<file path="src/design/qph_pkg.sv">
// qph_pkg: shared types and constants of the quadtree point histogram
// controller/datapath command and status structs, command codes, register indexes
// no dependencies
`timescale 1ns / 1ps

package qph_pkg;

  // command field codes
  localparam logic CMD_ADD  = 1'b0;
  localparam logic CMD_READ = 1'b1;

  // configuration register indexes
  localparam int CFG_IDX_W = 3;
  localparam logic [CFG_IDX_W-1:0] REG_X_LOW  = 3'd0;
  localparam logic [CFG_IDX_W-1:0] REG_X_HIGH = 3'd1;
  localparam logic [CFG_IDX_W-1:0] REG_Y_LOW  = 3'd2;
  localparam logic [CFG_IDX_W-1:0] REG_Y_HIGH = 3'd3;
  localparam logic [CFG_IDX_W-1:0] REG_LEVELS = 3'd4;

  localparam int LEVELS_W = 4;
  localparam logic [LEVELS_W-1:0] LEVELS_RESET = 4'd8;
  localparam int INDEX_W = 17;

  // controller to datapath
  typedef struct packed {
    logic clr_step;   // zero one store entry, advance the clear counter
    logic add_load;   // capture point and bounds, start at the root
    logic add_step;   // read current cell, bisect, advance the index
    logic rd_load;    // capture the read index
    logic rd_issue;   // read the captured cell
    logic out_load;   // move read data into the result register
  } ctrl_cmd_t;

  // datapath to controller
  typedef struct packed {
    logic clr_last;   // clear counter at the last entry
    logic rem_zero;   // no more levels after this step
    logic out_free;   // result register empty or emptying this cycle
  } dp_status_t;

endpackage

</file>
<file path="src/design/qph_ctrl.sv">
// qph_ctrl: sequencing state machine of the quadtree point histogram
// depends on qph_pkg
`timescale 1ns / 1ps

module qph_ctrl (
  input  logic                clk,
  input  logic                rst_n,
  input  logic                in_valid,
  input  logic                in_command,
  output logic                in_ready,
  input  qph_pkg::dp_status_t status,
  output qph_pkg::ctrl_cmd_t  cmd
);
  import qph_pkg::*;

  localparam logic [2:0] ST_CLEAR    = 3'd0;
  localparam logic [2:0] ST_IDLE     = 3'd1;
  localparam logic [2:0] ST_ADD      = 3'd2;
  localparam logic [2:0] ST_ADD_LAST = 3'd3;
  localparam logic [2:0] ST_RD_WAIT  = 3'd4;
  localparam logic [2:0] ST_RD_DATA  = 3'd5;

  logic [2:0] state_r, state_nxt;
  logic       accept;

  assign in_ready = (state_r == ST_IDLE);
  assign accept   = in_valid && in_ready;

  always_comb begin
    state_nxt = state_r;
    cmd       = '0;
    case (state_r)
      ST_CLEAR: begin
        cmd.clr_step = 1'b1;
        if (status.clr_last) begin
          state_nxt = ST_IDLE;
        end
      end
      ST_IDLE: begin
        if (accept) begin
          if (in_command == CMD_ADD) begin
            cmd.add_load = 1'b1;
            state_nxt    = ST_ADD;
          end else begin
            cmd.rd_load = 1'b1;
            state_nxt   = ST_RD_WAIT;
          end
        end
      end
      ST_ADD: begin
        cmd.add_step = 1'b1;
        if (status.rem_zero) begin
          state_nxt = ST_ADD_LAST;
        end
      end
      ST_ADD_LAST: begin
        // last pending increment is written here
        state_nxt = ST_IDLE;
      end
      ST_RD_WAIT: begin
        if (status.out_free) begin
          cmd.rd_issue = 1'b1;
          state_nxt    = ST_RD_DATA;
        end
      end
      ST_RD_DATA: begin
        cmd.out_load = 1'b1;
        state_nxt    = ST_IDLE;
      end
      default: begin
        state_nxt = ST_IDLE;
      end
    endcase
  end

  always_ff @(posedge clk) begin
    if (!rst_n) begin
      state_r <= ST_CLEAR;
    end else begin
      state_r <= state_nxt;
    end
  end

endmodule

</file>
<file path="config.mk">
export PLATFORM = sky130hd
export DESIGN_NAME = qph_ctrl
export DESIGN_NICKNAME = d
export VERILOG_FILES = /design/src/design/qph_pkg.sv /design/src/design/qph_ctrl.sv
export SDC_FILE = /design/constraint.sdc
export NUM_CORES = 1
export LEC_CHECK = 0
export BUFFER_PORTS_ARGS = -buffer_cell sky130_fd_sc_hd__buf_2
export CELL_PAD_IN_SITES_DETAIL_PLACEMENT = 1
export CELL_PAD_IN_SITES_GLOBAL_PLACEMENT = 1
export CORE_AREA = 2 2 39 41
export CTS_CLUSTER_DIAMETER = 40
export DETAILED_ROUTE_END_ITERATION = 6
export DIE_AREA = 0 0 41 43
export PLACE_DENSITY = 0.66
export SYNTH_ARGS = -nofsm -noshare
export SYNTH_HDL_FRONTEND = slang
export SYNTH_SLANG_ARGS = --single-unit
</file>
<file path="constraint.sdc">
create_clock -name clk -period 1.15 [get_ports clk]
set_input_delay 0.0575 -clock clk [delete_from_list [all_inputs] [get_ports clk]]
set_output_delay 0.0575 -clock clk [all_outputs]
set_load 0.05 [all_outputs]
</file>
[Word-level counts from Yosys, hierarchy flattened]
Index checks and enable logic that the tools add are counted.
Operators by class
  reductions and logical operators: 3
  multiplexer cells: 17
  eq/ne operators: 8
Operators by type and width (number)
  $mux W3: 5
  $pmux W3 S4: 1
  $mux W1: 11
  $eq A3 B3 Y1 const B: 2
  $ne A2 B2 Y1 const B: 3
  $reduce_and A4 Y1: 1
  $eq A3 B1 Y1 const B: 1
  $eq A3 B2 Y1 const B: 1
  $logic_not A3 Y1: 1
  $ne A2 B1 Y1 const B: 1
  $logic_and A1 B1 Y1: 1
Word-level totals
  word-level logic and storage cells: 29
  output and inout port bits: 7
  flip-flop bits (word level): 3
  input bits: 7

[Longest topological paths before layout]
Gate-level depths: netlist of run 1.
  word-level depth: 4
  mapped depth: 4
  mapped depth without buffers: 4

[Worst setup path after synthesis of run 1]
OpenSTA, ideal clock, no wires.
  path kind: register to output
  from: reg state_r[0]
  to: out cmd[4] in the netlist's numbering
  stages on the path, launching flop included: 5
  data required time: 1.092 ns
  slack: -0.768 ns
  arrival time: 1.861 ns
  buffers on the path: 0
  cell sequence: dfxtp_1 and2b_1 and2b_1 nand2_1 nor2_1
RTL lines
  from (decl): line qph_ctrl.sv:23  | logic [2:0] state_r, state_nxt;
  from (signal assigned): line qph_ctrl.sv:80  | state_r <= state_nxt;
  to (decl): line qph_ctrl.sv:12  | output qph_pkg::ctrl_cmd_t cmd

==> results of run 1 <==
final cells by class:
type	instances	area [µm²]	share of cell area, %
Clock buffer	4	26.28	4.208
Multi-Input combinational cell	24	264.0	42.28
Timing Repair Buffer	28	245.2	39.28
Tap cell	16	20.02	3.206
Sequential cell	3	68.82	11.02
logic make-up after synthesis:
group,after synthesis
flops,3
simple gates,18
buf+inv,1
compound gates,4
mux,2
metal layers:
metal,GRT usage (%),vias to the layer above,part of all wire (%)
li1,-,161,-
met1,15.34,140,44
met2,20.31,4,53
met3,3.141,0,2.3
met4,8.000,0,0
met5,0,-,0
power by group:
group          internal, mW  switching [mW]
clock network         0.130          0.0587
logic                 0.266           0.255
registers             0.124          0.0288
cells in the final DEF, fill, tap and decap left out:
cell,instances
nand2_4,1
buf_4,8
nor3b_4,2
and3_4,1
nand3b_1,1
nor3_4,1
buf_8,1
and2b_2,1
mux2i_1,1
buf_2,7
a211oi_4,1
dfxtp_2,1
nand2_1,2
o211a_1,1
nor2_4,1
mux2_2,1
dfxtp_4,2
nor2_2,1
buf_6,12
a2111oi_4,1
nor2_1,2
clkbuf_1,1
and2b_4,1
nor3b_1,1
clkbuf_4,3
nor2b_4,2
a31oi_1,1
and3b_1,1
stage by stage:
stage               setup TNS [ps]  cell area, µm²  hold slack, ps
floorplan                   -240.3           284.0           168.4
global placement            -130.2           417.9           320.9
detailed placement          -277.4           417.9           327.3
CTS                          -1072           600.6           75.60
global route                 -1617           624.3           70.69
finish                       -1135           624.3           83.07
path summary, 6_finish.rpt:
kind / endpoint / slack, ps / cells after the start / startpoint
worst max-delay path: cmd[2] / -210 / 4 / state_r[2]$_SDFFE_PN0P_
worst min-delay path: state_r[0]$_SDFFE_PN0P_ / 80 / 2 / rst_n
worst max register to register: state_r[1]$_SDFFE_PN0P_ / -130 / 4 / state_r[2]$_SDFFE_PN0P_
worst min register to register: state_r[2]$_SDFFE_PN0P_ / 650 / 2 / state_r[1]$_SDFFE_PN0P_
cells in the mapped netlist:
| cell type | count | area [µm²] |
|---|---|---|
| nor2b_2 | 1 | 8.760 |
| mux2_2 | 1 | 11.26 |
| nor3_1 | 1 | 5.000 |
| nor3b_1 | 3 | 22.52 |
| o211a_1 | 1 | 10.01 |
| dfxtp_1 | 3 | 60.06 |
| a2111oi_2 | 1 | 15.01 |
| buf_2 | 1 | 5.000 |
| nand3b_1 | 1 | 7.510 |
| nor2b_1 | 1 | 6.260 |
| mux2i_1 | 1 | 10.01 |
| and2b_1 | 2 | 15.01 |
| and3_1 | 1 | 6.260 |
| a211oi_2 | 1 | 12.51 |
| and3b_1 | 1 | 8.760 |
| nor2_1 | 4 | 15.01 |
| a31oi_1 | 1 | 6.260 |
| nand2_1 | 3 | 11.26 |
timing repair:
action,CTS,global route
hold endpoints to repair,0,0
setup buffers,6,2
pin swaps,5,3
resized for setup,27,5
endpoints found under the setup margin,9,10
worst max-delay path: cells and delay by family (launching register included):
kind	cells	cell delay, ps
DFF	1	350
and+or+nand+nor	3	570
buffers and inverters	1	140
==> metrics.txt, run 1 <==
status=finished, violations left; failing checks=setup timing; largest family of logic cells by synthesized area=simple AND/OR/NAND/NOR gates; Layout fillers=158; Worst path slowest cell=dfxtp_2; dpl ws=-114.1 ps; dpl cells=64; die height=43 µm; RSZ-0062 raised after global routing=true; setup ws final=-205.9 ps; Hold Vio Cnt, Final=0; clock slew at reported path FFs=40 ps; Clock Latency Late Sink=230 ps; actual slew at the worst max-slew pin=315.1 ps; Power Density=1381 nW/µm²; CTS Buf Count=3; final wirelength=914 µm; die width=41 µm; CTS tree=done; row count=14; relative slew slack=78.99%; crit-path cells=and2b_2 -> and2b_4 -> and3_4 -> buf_8; DPL Wire Length=589.6 µm; biggest regs=state_r x3; largest net degree at the start of global routing=9; fin. max-slew vios=0; post-synthesis adder-cell area fraction=0%; Ports=14; vias per inst=4.067; n_diodes=0; XOR/XNOR Fraction of Synth Area=0%; vias in the first global route=355; Max Clock Skew=2.520 ps; crit end category=output pin; GPL Wtd Cong=0.7250; Post-Synthesis Cells=28; Cell Area, Synth=236.5 µm²; Yosys cell types=18; fraction of layout cells with a size suffix above 1=81.36%; global-route wire length before repair=1531 µm; yosys warns=0; Final ANT Viol Nets=0; CTS sink cnt=3; Final setup viols=9; CTS root buf=clkbuf_4; Tcrit/Tclk final=117.9%; syn nets=35; deepest clock path buffer count=2; post-synthesis sequential area ratio=25.40%; via count=305; max incr delay on CP=350 ps; core area=1384 µm²; nets@finish=67; Pre-Repair DR Iteration Count=2; Starting Density=17.09%; All-Layer GR Usage=13.13%; Critical Path AT=1300 ps; Leakage Power=0.2863 nW; Power, Total=0.8621 mW; final worst path period need=1356 ps; routed len/inst=12.19 µm; htree depth=1; Post-Synth Simple-Gate Area=44.97%; Largest register FFs=3; Mean Syn Cell Area=8.446 µm²; mux share of post-synthesis cell area=8.995%; CTS Hold Bufs=0; initial antenna violation count=0; WP data required=1090 ps; PortBufs=13; Max Cap Viol=0; fin cells=75; Largest Register=state_r; growth of design area from synthesis to finish=164.0%; Hold WC Path Type=input port to register; fmax=737.5 MHz; register bit count reported by yosys=3; DRC=0; Worst Setup Start Kind=register; total grt overflow=0; final design utilization=45.12%; area of the die=1763 µm²; Synth Area in Compound Gates=18.52%; Max VDD drop=502.8 µV; DR iter-0 viols=1; Worst Path Max Fanout=3; Setup CP Type=register to output pin
No activity file was read; power rests on OpenSTA's default activity.
==> run 2: changes to the inputs <==
==> constraint.sdc (replaced) <==
create_clock -name clk -period 1.15 [get_ports clk]
set_input_delay 0.345 -clock clk [delete_from_list [all_inputs] [get_ports clk]]
set_output_delay 0.345 -clock clk [all_outputs]
set_load 0.05 [all_outputs]
==> metrics.txt, run 2 (synthesis gave the netlist of run 1 again) <==
crit-path cells=and2b_1 -> and2b_4 -> and3_4 -> buf_8 (was and2b_2 -> and2b_4 -> and3_4 -> buf_8); Reg area=66.31 µm² (was 68.82 µm²); vias in the first global route=307 (was 355); Critical Path AT=1240 ps (was 1300 ps); Largest register FFs=3 (unchanged); die width=41 µm (unchanged); All-Layer GR Usage=10.53% (was 13.13%); Setup CP Type=register to output pin (unchanged); growth of design area from synthesis to finish=150.3% (was 164.0%); clock slew at reported path FFs=40 ps (about the same); RR Startpoint=state_r[2]$_SDFFE_PN0P_ (unchanged); row count=14 (unchanged); fraction of layout cells with a size suffix above 1=82.14% (was 81.36%); Power Density=1341 nW/µm² (was 1381 nW/µm²); CTS root buf=clkbuf_4 (unchanged); Tcrit/Tclk final=137.9% (was 117.9%); relative slew slack=82.78% (was 78.99%); nets@finish=64 (was 67); sw frac=40.84% (was 39.69%); CTS sink cnt=3 (unchanged); Clock Latency Late Sink=240 ps (was 230 ps); initial antenna violation count=0 (unchanged); CP startpoint=state_r[2]$_SDFFE_PN0P_ (unchanged); DR iter-0 viols=1 (unchanged); Max Clock Skew=9.144 ps (was 2.520 ps); Area after DPL=430.4 µm² (was 417.9 µm²); crit end category=output pin (unchanged); Layout fillers=159 (was 158); Largest Register=state_r (unchanged); post-route cell area=591.8 µm² (was 624.3 µm²); Hold Vio Cnt, Final=0 (unchanged); CTS tree=done (unchanged); area of the multi-input gates=264.0 µm² (unchanged); Flop pwr share=17.1% (was 17.7%); Pre-Repair DR Iteration Count=2 (unchanged); CTS Buf Count=3 (unchanged); routed len/inst=11.29 µm (was 12.19 µm); Worst path slowest cell=dfxtp_2 (unchanged); Worst Setup Start Kind=register (unchanged); fmax=630.8 MHz (was 737.5 MHz); deepest clock path buffer count=2 (unchanged); Starting Density=17.09% (unchanged); core area=1384 µm² (unchanged); n_diodes=0 (unchanged); vias per inst=4.417 (was 4.067); sw power=0.3241 mW (was 0.3422 mW); Ports=14 (unchanged); Worst path top cell family by delay=simple AND/OR/NAND/NOR gates (unchanged); Setup Total Neg Slack=-2819 ps (was -1135 ps); GPL Wtd Cong=0.6564 (was 0.7250); global-route wire length before repair=1283 µm (was 1531 µm); internal power=0.4695 mW (was 0.5199 mW); Power, Total=0.7936 mW (was 0.8621 mW); commonest non-fill, non-tap cells in the layout=buf_6 (8), buf_4 (8), buf_2 (7), clkbuf_4 (3) (was buf_6 (12), buf_4 (8), buf_2 (7), clkbuf_4 (3)); combinational power share=58.9% (was 60.4%); htree depth=1 (unchanged); max incr delay on CP=310 ps (was 350 ps); biggest regs=state_r x3 (unchanged); Final ANT Viol Nets=0 (unchanged); Buffers & Inverters on Critical Path=1 (unchanged); RSZ-0062 raised after global routing=true (unchanged); Leakage Power=0.2741 nW (was 0.2863 nW); total grt overflow=0 (unchanged); Worst Path Max Fanout=3 (unchanged); failing checks=setup timing (unchanged); Hold WC Path Type=input port to register (unchanged); Max Cap Viol=0 (unchanged); Final setup viols=9 (unchanged); hold slack=386.7 ps (was 83.07 ps); Clk network pwr share=24.0% (was 21.9%); die height=43 µm (unchanged); fin. max-slew vios=0 (unchanged); largest net degree at the start of global routing=13 (was 9); final worst path period need=1585 ps (was 1356 ps); status=finished, violations left (unchanged); Worst Min Path Start=rst_n (unchanged); final wirelength=813 µm (was 914 µm); setup ws final=-435.4 ps (was -205.9 ps); WP data required=810 ps (was 1090 ps); actual slew at the worst max-slew pin=258.2 ps (was 315.1 ps); DRC=0 (unchanged); area of the die=1763 µm² (unchanged); Max VDD drop=540.0 µV (was 502.8 µV); via count=318 (was 305); PortBufs=13 (unchanged)
run 2: worst register-to-register path, delay by kind of cell, from the launching register on:
family | cells | cell delay (ps)
buffers and inverters | 1 | 120
AO/OA/AOI/OAI | 1 | 270
AND/OR/NAND/NOR | 2 | 270
multiplexers | 1 | 220
flip-flops | 1 | 310
run 2: layout make-up:
class | count | share of cell area, %
Multi-Input combinational cell | 24 | 44.61
Sequential cell | 3 | 11.21
Clock buffer | 4 | 4.440
Tap cell | 16 | 3.383
Timing Repair Buffer | 25 | 36.36
run 2: final timing paths:
check / cells after the start / slack, ps / to
setup reg to reg: 5 / -130 / state_r[1]$_SDFFE_PN0P_
setup / recovery: 4 / -440 / cmd[2]
hold reg to reg: 1 / 540 / state_r[0]$_SDFFE_PN0P_
hold / removal: 2 / 390 / state_r[0]$_SDFFE_PN0P_
run 2: repair_timing:
action                                  in CTS  in global routing
buffers inserted                             1                  3
endpoints found under the setup margin       9                 10
pin swaps                                    3                  3
hold buffers                                 0                  0
resized for setup                           17                  9
run 2: metal layers:
layer / vias to the layer above / GRT usage (%) / part of all wire, %
met4: 0 / 2.000 / 0
met3: 0 / 4.712 / 4.7
li1: 159 / - / -
met2: 9 / 16.56 / 57
met1: 150 / 12.82 / 38
met5: - / 0 / 0
run 2: through the flow:
step,cells,util (%),worst slack (ps)
floorplan,28,-,-419.2
global placement,64,31.10,-269.7
detailed placement,64,31.10,-288.4
CTS,69,37.79,-435.8
global route,72,42.77,-495.2
finish,72,42.77,-435.4
run 2: power by group through the flow:
stage	sequential (mW)	combinational (mW)	clock, mW
global route	0.139	0.493	0.217
global placement	0.135	0.371	0
detailed placement	0.136	0.376	0
CTS	0.136	0.435	0.194
floorplan	0.153	0.251	0
finish	0.136	0.468	0.190
